==> src/rtl/aes_ctr_pkg.sv <==
// Shared types, constants and functions for the AES-128 counter-mode cipher.
// No dependencies.
`default_nettype none
package aes_ctr_pkg;
   localparam int RoundKeyCount = 11;
   localparam int CsrAddrWidth = 6;
   localparam logic [CsrAddrWidth-1:0] ADDR_KEY_HIGH   = 6'h00;
   localparam logic [CsrAddrWidth-1:0] ADDR_KEY_LOW    = 6'h08;
   localparam logic [CsrAddrWidth-1:0] ADDR_NONCE_HIGH = 6'h10;
   localparam logic [CsrAddrWidth-1:0] ADDR_NONCE_LOW  = 6'h18;
   localparam logic [CsrAddrWidth-1:0] ADDR_OP_MODE    = 6'h20;
   localparam logic [1:0] MODE_ADD_ONE = 2'd2;

   typedef struct packed {
      logic load;     // load counter block, add round key 0
      logic round;    // run one full round
      logic last;     // run the final round (no column mix)
      logic restart;  // reload counter from nonce before load
      logic advance;  // step the block counter
      logic capture;  // form and register the result
   } cmd_type;

   typedef struct packed {
      logic key_busy;
   } status_type;

   function automatic logic [7:0] sbox(input logic [7:0] a);
      logic [7:0] t [256];
      t = '{
      8'h63,8'h7C,8'h77,8'h7B,8'hF2,8'h6B,8'h6F,8'hC5,8'h30,8'h01,8'h67,8'h2B,8'hFE,8'hD7,8'hAB,8'h76,
      8'hCA,8'h82,8'hC9,8'h7D,8'hFA,8'h59,8'h47,8'hF0,8'hAD,8'hD4,8'hA2,8'hAF,8'h9C,8'hA4,8'h72,8'hC0,
      8'hB7,8'hFD,8'h93,8'h26,8'h36,8'h3F,8'hF7,8'hCC,8'h34,8'hA5,8'hE5,8'hF1,8'h71,8'hD8,8'h31,8'h15,
      8'h04,8'hC7,8'h23,8'hC3,8'h18,8'h96,8'h05,8'h9A,8'h07,8'h12,8'h80,8'hE2,8'hEB,8'h27,8'hB2,8'h75,
      8'h09,8'h83,8'h2C,8'h1A,8'h1B,8'h6E,8'h5A,8'hA0,8'h52,8'h3B,8'hD6,8'hB3,8'h29,8'hE3,8'h2F,8'h84,
      8'h53,8'hD1,8'h00,8'hED,8'h20,8'hFC,8'hB1,8'h5B,8'h6A,8'hCB,8'hBE,8'h39,8'h4A,8'h4C,8'h58,8'hCF,
      8'hD0,8'hEF,8'hAA,8'hFB,8'h43,8'h4D,8'h33,8'h85,8'h45,8'hF9,8'h02,8'h7F,8'h50,8'h3C,8'h9F,8'hA8,
      8'h51,8'hA3,8'h40,8'h8F,8'h92,8'h9D,8'h38,8'hF5,8'hBC,8'hB6,8'hDA,8'h21,8'h10,8'hFF,8'hF3,8'hD2,
      8'hCD,8'h0C,8'h13,8'hEC,8'h5F,8'h97,8'h44,8'h17,8'hC4,8'hA7,8'h7E,8'h3D,8'h64,8'h5D,8'h19,8'h73,
      8'h60,8'h81,8'h4F,8'hDC,8'h22,8'h2A,8'h90,8'h88,8'h46,8'hEE,8'hB8,8'h14,8'hDE,8'h5E,8'h0B,8'hDB,
      8'hE0,8'h32,8'h3A,8'h0A,8'h49,8'h06,8'h24,8'h5C,8'hC2,8'hD3,8'hAC,8'h62,8'h91,8'h95,8'hE4,8'h79,
      8'hE7,8'hC8,8'h37,8'h6D,8'h8D,8'hD5,8'h4E,8'hA9,8'h6C,8'h56,8'hF4,8'hEA,8'h65,8'h7A,8'hAE,8'h08,
      8'hBA,8'h78,8'h25,8'h2E,8'h1C,8'hA6,8'hB4,8'hC6,8'hE8,8'hDD,8'h74,8'h1F,8'h4B,8'hBD,8'h8B,8'h8A,
      8'h70,8'h3E,8'hB5,8'h66,8'h48,8'h03,8'hF6,8'h0E,8'h61,8'h35,8'h57,8'hB9,8'h86,8'hC1,8'h1D,8'h9E,
      8'hE1,8'hF8,8'h98,8'h11,8'h69,8'hD9,8'h8E,8'h94,8'h9B,8'h1E,8'h87,8'hE9,8'hCE,8'h55,8'h28,8'hDF,
      8'h8C,8'hA1,8'h89,8'h0D,8'hBF,8'hE6,8'h42,8'h68,8'h41,8'h99,8'h2D,8'h0F,8'hB0,8'h54,8'hBB,8'h16};
      return t[a];
   endfunction

   function automatic logic [7:0] xtime(input logic [7:0] b);
      return b[7] ? ({b[6:0], 1'b0} ^ 8'h1B) : {b[6:0], 1'b0};
   endfunction

   function automatic logic [31:0] sub_word(input logic [31:0] w);
      return {sbox(w[31:24]), sbox(w[23:16]), sbox(w[15:8]), sbox(w[7:0])};
   endfunction

   // One cipher round on a 128-bit state, byte 0 on top; mix selects column mixing.
   function automatic logic [127:0] aes_round(input logic [127:0] s, input logic [127:0] k,
                                              input logic mix);
      logic [7:0] b [16];
      logic [7:0] t [16];
      logic [7:0] a0, a1, a2, a3, al;
      logic [127:0] o;
      for (int i = 0; i < 16; i++) b[i] = s[127-8*i -: 8];
      for (int c = 0; c < 4; c++)
         for (int r = 0; r < 4; r++) t[4*c+r] = sbox(b[4*((c+r)&3)+r]);
      if (mix) begin
         for (int c = 0; c < 4; c++) begin
            a0 = t[4*c]; a1 = t[4*c+1]; a2 = t[4*c+2]; a3 = t[4*c+3];
            al = a0 ^ a1 ^ a2 ^ a3;
            t[4*c]   = a0 ^ al ^ xtime(a0 ^ a1);
            t[4*c+1] = a1 ^ al ^ xtime(a1 ^ a2);
            t[4*c+2] = a2 ^ al ^ xtime(a2 ^ a3);
            t[4*c+3] = a3 ^ al ^ xtime(a3 ^ a0);
         end
      end
      for (int i = 0; i < 16; i++) o[127-8*i -: 8] = t[i];
      return o ^ k;
   endfunction
endpackage
`default_nettype wire

==> src/rtl/aes_ctr_ctrl.sv <==
// Controller: sequences load, rounds, capture and the output handshake.
// Depends on aes_ctr_pkg.
`default_nettype none
module aes_ctr_ctrl #(
   parameter int ROUND_KEY_COUNT = aes_ctr_pkg::RoundKeyCount
) (
   input  wire logic clock,
   input  wire logic reset,
   input  wire logic in_valid,
   output logic      in_ready,
   input  wire logic in_restart,
   output logic      out_valid,
   input  wire logic out_ready,
   input  wire aes_ctr_pkg::status_type status,
   output aes_ctr_pkg::cmd_type cmd,
   output logic [$clog2(ROUND_KEY_COUNT)-1:0] round_index
);
   import aes_ctr_pkg::*;
   localparam int IW = $clog2(ROUND_KEY_COUNT);
   localparam logic [IW-1:0] LastIdx = IW'(ROUND_KEY_COUNT - 1);
   localparam logic [1:0] S_IDLE = 2'd0;
   localparam logic [1:0] S_RUN  = 2'd1;
   localparam logic [1:0] S_DONE = 2'd2;

   logic [1:0]    state_ff, state_in;
   logic [IW-1:0] rnd_ff, rnd_in;
   logic          ov_ff, ov_in;
   logic          take;

   always_comb begin
      state_in = state_ff;
      rnd_in   = rnd_ff;
      ov_in    = ov_ff & ~out_ready;
      cmd      = '0;
      in_ready = 1'b0;
      take     = 1'b0;
      round_index = rnd_ff;
      case (state_ff)
         S_IDLE: begin
            in_ready = ~status.key_busy;
            round_index = '0;
            if (in_valid && !status.key_busy) begin
               take = 1'b1;
               cmd.load = 1'b1;
               cmd.restart = in_restart;
               rnd_in = IW'(1);
               state_in = S_RUN;
            end
         end
         S_RUN: begin
            if (rnd_ff == LastIdx) begin
               cmd.last = 1'b1;
               state_in = S_DONE;
            end else begin
               cmd.round = 1'b1;
               rnd_in = rnd_ff + 1'b1;
            end
         end
         S_DONE: begin
            // wait for the result register to free up
            if (!ov_ff || out_ready) begin
               cmd.capture = 1'b1;
               cmd.advance = 1'b1;
               ov_in = 1'b1;
               state_in = S_IDLE;
            end
         end
         default: state_in = S_IDLE;
      endcase
      if (take) cmd.restart = in_restart;
   end

   always_ff @(posedge clock) begin
      if (reset) begin
         state_ff <= S_IDLE;
         rnd_ff   <= '0;
         ov_ff    <= 1'b0;
      end else begin
         state_ff <= state_in;
         rnd_ff   <= rnd_in;
         ov_ff    <= ov_in;
      end
   end

   assign out_valid = ov_ff;
endmodule
`default_nettype wire

==> config.mk <==
export PLATFORM = sky130hd
export DESIGN_NAME = aes_ctr_ctrl
export DESIGN_NICKNAME = d
export VERILOG_FILES = /design/src/rtl/aes_ctr_pkg.sv /design/src/rtl/aes_ctr_ctrl.sv
export SDC_FILE = /design/constraint.sdc
export NUM_CORES = 1
export LEC_CHECK = 0
export BUFFER_PORTS_ARGS = -buffer_cell sky130_fd_sc_hd__buf_4
export CAP_MARGIN = 20
export CELL_PAD_IN_SITES_DETAIL_PLACEMENT = 0
export CELL_PAD_IN_SITES_GLOBAL_PLACEMENT = 1
export CORE_MARGIN = 3
export CORE_UTILIZATION = 34
export CTS_CLUSTER_DIAMETER = 40
export DETAILED_ROUTE_END_ITERATION = 8
export PLACE_DENSITY_LB_ADDON = 0.3
export SLEW_MARGIN = 20
export SYNTH_ARGS = -nofsm -noshare
export SYNTH_HDL_FRONTEND = slang
export SYNTH_SLANG_ARGS = --single-unit
export TNS_END_PERCENT = 30
==> constraint.sdc <==
create_clock -name clock -period 2 [get_ports clock]
set_clock_uncertainty 0.1 [all_clocks]
set_input_delay 0.4 -clock clock [delete_from_list [all_inputs] [get_ports clock]]
set_output_delay 0.4 -clock clock [all_outputs]
set_load 0.005 [all_outputs]
==> run_results.csv, run 1 <==
group,metric,value,unit
run_status,status,"finished clean",
cells_and_area,fin_cells,82,
yosys,synth_area_leaders,"dfxtp_1, nand2b_1, ha_1",
global_route,antenna_found_initial,0,
pwr,p_per_area,561,mW/mm^2
yosys,yosys_warnings,0,
cells_and_area,drive_above_1_share,0.368,
clock_network,cts.sinks,7,
sta,fin_crit_sh,0.919,
yosys,synth_edf_count,0,
route,via_per_inst,4.79,
yosys,yosysMostFrequentCell,"dfxtp_1",
global_route,grt_max_degree,12,
yosys,netlist_area,445,um^2
yosys,syn_area_per_cell,8.91,um^2
route,finalWirelength,992,um
critical_path,crit_path_start_kind,"flop",
sta,fin_setup_tns,0,ps
clock_network,numCtsBuffers,3,
route,vias,393,
sta,grt_setup_unrepaired,"false",
yosys,synth_seq_cells,7,
route,met1_length,422,um
yosys,synthTopCellsByCount,"dfxtp_1, nand2b_1, inv_1, nor2_1, nor2b_1",
route,wl_met2,455,um
clock_network,cts_root_buf,"clkbuf_4",
critical_path,crit_type,"reg2out",
route,drt_iter0_drc,5,
clock_network,cts_max_level,1,
yosys,ys_seq_area_frac,0.315,
cells_and_area,syn_to_final_growth,34.0,%
floorplanning,die_x,42.2,um
floorplanning,die-height,42.2,um
route,wl_per_cell,12.1,um
pwr,ir_drop,0.000294,V
floorplanning,rows,12,
min_path,min_path_type,"in2reg",
critical_path,critPathMaxFanout,5,
route,ant_nets,0,
critical_path,worst_ep_required_time,1500,ps
critical_path,endpoint_kind,"primary output",
place,io_buffers,17,
clock_network,cts_tree,"done",
yosys,synthFlopType,"dfxtp_1",
floorplanning,placeableCoreArea,0.00117,mm^2
clock_network,cts_resized,0,
floorplanning,io_pins,18,
global_route,grt_pass1_wl,1610,um
sta,setup_viol,0,
floorplanning,start_util,0.380,
job,max-cap-violations,0,
clock_network,clk_path_buf_depth,2,
global_route,overflow,0,
yosys,synth_area_leader_cell,"dfxtp_1",
yosys,yosys.area.top_type_share,0.315,
sta,finalHoldViolCount,0,
route,dr.pass1.iters,2,
yosys,mappedNetlistNets,58,
sta,max_freq,0.544,GHz
global_route,grt_pass1_vias,358,
place,dp_cells,78,
cells_and_area,n_antenna_cell,0,
clock_network,clk_latency,260,ps
yosys,ys_types,30,
sta,maxSlewViolCount,0,
sta,worst_pin_slew,322,ps
yosys,postSynthCellCount,50,
clock_network,path_clk_slew,50,ps
route,drc,0,
critical_path,cp_data_arrival_time,1340,ps
yosys,ys_async_sr_fraction,0,
route,met3_length,64,um
floorplanning,fp.dieArea,0.00178,mm^2
route,top_layer,"met4",
sta,timing.final.crit_period,1840,ps
sta,relSlewSlack,0.785,
clock_network,ctsHoldBuffers,0,
clock_network,post_cts_buffers,0,
global_route,grtUsageTotal,0.127,
place,place_congestion,0.798,
cells_and_area,final_nets,77,
pwr,p_leak,0.273,nW
## critical path, stage by stage (launching register included)
cell,delay (ps)
dfxtp_1,390
ha_1,190
nand3b_1,150
nand2_2,120
clkinv_1,90
buf_4,140
## cell type report
type,count,area (um^2)
fill,115,574
tap,14,17.5
timing repair buffer,17,128
multi-input combinational,36,270
sequential,7,140
inverter,4,15.0
clock buffer,4,26.3
## registers in the layout, indices dropped and copies added, names as in the netlist
register	cells
state_ff	2
out_valid	1
rnd_ff	4
## report_power, final
group | internal [mW] | leakage, nW | switching [mW] | total [mW]
clock | 0.0763 | 0.0150 | 0.0555 | 0.132
combinational | 0.0282 | 0.201 | 0.0245 | 0.0528
sequential | 0.144 | 0.0569 | 0.00590 | 0.150
## logic make-up after synthesis
| family | Yosys count | share of synthesized area |
|---|---|---|
| and+or+nand+nor | 25 | 0.382 |
| AOI/OAI and AO/OA | 8 | 0.149 |
| buffers and inverters | 7 | 0.0786 |
| DFF | 7 | 0.315 |
| adders and majority gates | 2 | 0.0562 |
| xor gates and xnor gates | 1 | 0.0197 |
## worst paths after layout
kind,from,to,slack [ps],cells after the start
max,rnd_ff[1]$_SDFFE_PP0P_,cmd[4],160,5
min,reset,state_ff[1]$_SDFFE_PP0P_,290,2
max reg2reg,rnd_ff[1]$_SDFFE_PP0P_,rnd_ff[2]$_SDFFE_PP0P_,600,5
min reg2reg,out_valid$_SDFF_PP0_,out_valid$_SDFF_PP0_,400,2
## routing by layer
metal	GRT usage	vias to the layer above
met3	0.0300	4
met2	0.188	12
li1	-	206
met1	0.133	171
met4	0.149	0
met5	0	-
## per-stage QoR
step,setup WS (ps),total power [mW],cell area [um^2],utilization,hold slack (ps)
after global routing,58.1,0.356,597,0.510,292
after global placement,422,0.205,571,0.487,404
final,163,0.335,597,0.510,288
after floorplan,601,0.184,445,-,393
after CTS,157,0.341,597,0.510,285
after detailed placement,407,0.206,571,0.487,398
## placed cells by master (no fill, tap or decap), types with 2 or more instances in the layout
cell	synthesis	final
buf_4	2	17
dfxtp_1	7	7
nand2b_1	5	5
inv_1	3	3
nor2_1	3	3
nor2b_1	3	3
clkbuf_4	0	3
a21oi_1	2	2
nor4_1	2	2
ha_1	2	2
Note: power is estimated with default switching activity, not from simulation.
==> run 2, diff against run 1 <==
--- a/config.mk
+++ b/config.mk
@@ -13,7 +13,7 @@
 export CORE_UTILIZATION = 34
 export CTS_CLUSTER_DIAMETER = 40
 export DETAILED_ROUTE_END_ITERATION = 8
-export PLACE_DENSITY_LB_ADDON = 0.3
+export PLACE_DENSITY = 0.77
 export SLEW_MARGIN = 20
 export SYNTH_ARGS = -nofsm -noshare
 export SYNTH_HDL_FRONTEND = slang
==> run_results.csv, run 2 (synthesis results as in run 1) <==
group,metric,value,unit
global_route,grt_pass1_vias,355,
cells_and_area,fin_area,597,um^2
cells_and_area,syn_to_final_growth,34.0,%
critical_path,r2r_cells,6,
clock_network,clk_latency,250,ps
clock_network,cts.sinks,7,
sta,fin_setup_tns,0,ps
clock_network,cts_max_level,1,
sta,grt_setup_unrepaired,"false",
job,max-cap-violations,0,
cells_and_area,filler_cell_count,126,
route,top_layer,"met4",
cells_and_area,n_antenna_cell,0,
clock_network,post_cts_buffers,0,
pwr,p_per_area,558,mW/mm^2
cells_and_area,fin_cells,82,
floorplanning,rows,12,
clock_network,ctsHoldBuffers,0,
sta,timing.final.crit_period,1840,ps
floorplanning,start_util,0.380,
cells_and_area,final_common_cell,"buf_4",
sta,relSlewSlack,0.795,
place,hpwl,726,um
sta,max_freq,0.544,GHz
run_status,status,"finished clean",
global_route,overflow,0,
min_path,hold_depth,2,
critical_path,endpoint_kind,"primary output",
cells_and_area,largest_register_ffs,4,
place,post-place-ws,410,ps
critical_path,critPathMaxFanout,5,
clock_network,clk_path_buf_depth,2,
clock_network,path_clk_slew,60,ps
cells_and_area,mostFrequentLayoutCells,"buf_4, dfxtp_1, nand2b_1",
critical_path,r2r-start,"rnd_ff[0]$_SDFFE_PP0P_",
sta,fin_crit_sh,0.919,
route,vias,396,
pwr,ir_drop,0.000328,V
critical_path,cp_data_arrival_time,1340,ps
route,wl_met2,439,um
clock_network,numCtsBuffers,3,
floorplanning,fp.dieArea,0.00178,mm^2
min_path,hold_path.startpoint,"reset",
sta,setup_viol,0,
floorplanning,die_x,42.2,um
place,place_congestion,0.803,
route,dr.pass1.iters,3,
sta,worst_pin_slew,306,ps
clock_network,cts_resized,0,
cells_and_area,final_nets,77,
route,ant_nets,0,
place,dp_cells,78,
cells_and_area,regMostFlops,"rnd_ff",
route,drt_iter0_drc,11,
global_route,grtUsageTotal,0.114,
route,wl_per_cell,11.5,um
route,finalWirelength,940,um
global_route,grt_max_degree,12,
route,met1_length,424,um
critical_path,crit_start,"rnd_ff[0]$_SDFFE_PP0P_",
cells_and_area,drive_above_1_share,0.368,
place,io_buffers,17,
route,met3_length,60,um
sta,setup_ws,162,ps
sta,finalHoldViolCount,0,
critical_path,crit_type,"reg2out",
sta,hold_slack,293,ps
critical_path,crit_path_start_kind,"flop",
critical_path,worst_ep_required_time,1500,ps
sta,maxSlewViolCount,0,
global_route,grt_pass1_wl,1570,um
route,drc,0,
route,via_per_inst,4.83,
clock_network,cts_root_buf,"clkbuf_4",
floorplanning,die-height,42.2,um
floorplanning,io_pins,18,
clock_network,cts_tree,"done",
min_path,min_path_type,"in2reg",
place,postPlaceCellArea,571,um^2
pwr,p_leak,0.273,nW
global_route,antenna_found_initial,0,
floorplanning,placeableCoreArea,0.00117,mm^2
run 2: power breakdown:
part / total, mW / switching, mW / internal [mW]
Sequential: 0.150 / 0.00631 / 0.144
Clock: 0.131 / 0.0548 / 0.0763
Combinational: 0.0513 / 0.0233 / 0.0281
run 2: metal layers:
| layer | GRT usage | vias up |
|---|---|---|
| met1 | 0.142 | 175 |
| met5 | 0 | - |
| met4 | 0.0745 | 0 |
| li1 | - | 208 |
| met2 | 0.173 | 11 |
| met3 | 0.0258 | 2 |
run 2: through the flow:
| step | util | power (mW) |
|---|---|---|
| 2_1_floorplan | - | 0.184 |
| 3_3_place_gp | 0.487 | 0.205 |
| 3_5_place_dp | 0.487 | 0.206 |
| 4_1_cts | 0.510 | 0.339 |
| 5_1_grt | 0.510 | 0.352 |
| 6_report | 0.510 | 0.333 |
run 2: worst max-delay path: stages, from the launching register on:
cell and delay (ps):
dfxtp_1 390, inv_1 80, ha_1 210, and3b_1 170, nand2_1 80, inv_1 40
buf_4 120
run 2: final timing paths:
check | endpoint | slack (ps)
setup / recovery | cmd[3] | 160
hold / removal | state_ff[1]$_SDFFE_PP0P_ | 290
setup reg to reg | rnd_ff[2]$_SDFFE_PP0P_ | 620
hold reg to reg | out_valid$_SDFF_PP0_ | 420
run 2: cell type report:
class | count | area (um^2) | area share
Clock buffer | 4 | 26.3 | 0.0440
Inverter | 4 | 15.0 | 0.0252
Multi-Input combinational cell | 36 | 270 | 0.453
Sequential cell | 7 | 140 | 0.235
Tap cell | 14 | 17.5 | 0.0294
Timing Repair Buffer | 17 | 128 | 0.214
==> run 3, diff against run 2 <==
--- a/config.mk
+++ b/config.mk
@@ -13,6 +13,7 @@
 export CORE_UTILIZATION = 34
 export CTS_CLUSTER_DIAMETER = 40
 export DETAILED_ROUTE_END_ITERATION = 8
+export GPL_TIMING_DRIVEN = 0
 export PLACE_DENSITY = 0.77
 export SLEW_MARGIN = 20
 export SYNTH_ARGS = -nofsm -noshare
==> run_results.csv, run 3 (synthesis results as in run 1) <==
group,metric,value,unit
floorplanning,rows,12,
cells_and_area,drive_above_1_share,0.394,
cells_and_area,filler_cell_count,122,
critical_path,cp_slowest_cell,"dfxtp_1",
route,drc,0,
sta,max_freq,0.541,GHz
sta,timing.final.crit_period,1850,ps
route,via_per_inst,4.81,
global_route,overflow,0,
critical_path,slowest_delay,390,ps
cells_and_area,fin_cells,85,
critical_path,worst_ep_required_time,1500,ps
run_status,status,"finished clean",
clock_network,clk_latency,250,ps
floorplanning,start_util,0.380,
clock_network,clk_path_buf_depth,2,
critical_path,crit_type,"reg2out",
sta,setup_ws,152,ps
cells_and_area,n_antenna_cell,0,
critical_path,cp_cell_sequence,"inv_1 > ha_1 > and3b_1 > nand2_1 > inv_1 > buf_4",
pwr,p_leak,0.288,nW
pwr,ir_drop,0.000302,V
sta,fin_crit_sh,0.924,
clock_network,cts_root_buf,"clkbuf_4",
place,hpwl,737,um
global_route,antenna_found_initial,0,
sta,setup_viol,0,
route,drt_iter0_drc,6,
route,ant_nets,0,
global_route,grt_max_degree,11,
floorplanning,placeableCoreArea,0.00117,mm^2
sta,finalHoldViolCount,0,
clock_network,post_cts_buffers,0,
clock_network,cts_max_level,1,
floorplanning,fp.dieArea,0.00178,mm^2
cells_and_area,final_nets,80,
critical_path,crit_path_start_kind,"flop",
clock_network,cts_tree,"done",
place,io_buffers,17,
route,dr.pass1.iters,4,
job,max-cap-violations,0,
global_route,grt_pass1_wl,1510,um
place,place_congestion,0.742,
sta,grt_setup_unrepaired,"false",
clock_network,cts_resized,0,
floorplanning,die-height,42.2,um
sta,maxSlewViolCount,0,
critical_path,cp_data_arrival_time,1350,ps
cells_and_area,final_common_cell,"buf_4",
place,post-place-ws,412,ps
global_route,grtUsageTotal,0.106,
clock_network,numCtsBuffers,3,
sta,relSlewSlack,0.791,
min_path,min_path_type,"in2reg",
route,finalWirelength,942,um
clock_network,path_clk_slew,60,ps
critical_path,critPathMaxFanout,5,
floorplanning,die_x,42.2,um
clock_network,ctsHoldBuffers,0,
route,wl_per_cell,11.1,um
critical_path,cpMostUsedCell,"inv_1",
floorplanning,io_pins,18,
global_route,grt_pass1_vias,365,
route,vias,409,
clock_network,cts.sinks,7,
sta,fin_setup_tns,0,ps
pwr,p_per_area,538,mW/mm^2
sta,worst_pin_slew,312,ps
place,dp_cells,81,
cells_and_area,syn_to_final_growth,38.5,%
cells_and_area,mostFrequentLayoutCells,"buf_4, dfxtp_1, nand2b_1",
critical_path,endpoint_kind,"primary output",
cells_and_area,largest_register_ffs,4,
cells_and_area,regMostFlops,"rnd_ff",
-- run 3: cell types whose count changed in the layout (fill, tap and decap cells not counted) --
cell   previous run  this run
buf_4            17        19
buf_2             0         1
-- run 3: area by class of cell --
type	instances	area [um^2]	area share
Clock buffer	4	26.3	0.0426
Multi-Input combinational cell	36	270	0.438
Inverter	4	15.0	0.0243
Timing Repair Buffer	17	128	0.207
Sequential cell	7	140	0.227
Buffer	3	20.0	0.0325
Tap cell	14	17.5	0.0284
-- run 3: worst max-delay path: cells and delay by family (launching register included) --
family,cells,cell delay [ps]
flops,1,390
simple gates,2,250
buf+inv,3,240
fa+ha+maj,1,210
-- run 3: through the flow --
step           power [mW]   util  hold slack [ps]  instance area, um^2
6_report            0.332  0.527              360                  617
5_1_grt             0.348  0.527              380                  617
4_1_cts             0.337  0.527              354                  617
2_1_floorplan       0.184      -              393                  445
3_3_place_gp        0.207  0.504              402                  591
3_5_place_dp        0.208  0.504              403                  591
-- run 3: final timing paths --
path / depth (start not counted) / slack [ps] / to / startpoint
max: 6 / 150 / cmd[3] / rnd_ff[0]$_SDFFE_PP0P_
min: 3 / 360 / out_valid$_SDFF_PP0_ / out_ready
max reg2reg: 6 / 590 / rnd_ff[2]$_SDFFE_PP0P_ / rnd_ff[0]$_SDFFE_PP0P_
min reg2reg: 2 / 410 / out_valid$_SDFF_PP0_ / out_valid$_SDFF_PP0_
-- run 3: routing by layer --
| layer | GRT usage | vias up | share of wire |
|---|---|---|---|
| li1 | - | 215 | - |
| met1 | 0.141 | 183 | 0.46 |
| met2 | 0.164 | 11 | 0.47 |
| met3 | 0.0258 | 0 | 0.062 |
| met4 | 0.0373 | 0 | 0 |
| met5 | 0 | - | 0 |
-- run 3: report_power, final --
group          internal, mW  switching, mW  total, mW
clock                0.0761         0.0513      0.127
sequential            0.144        0.00627      0.150
combinational        0.0298         0.0242     0.0540
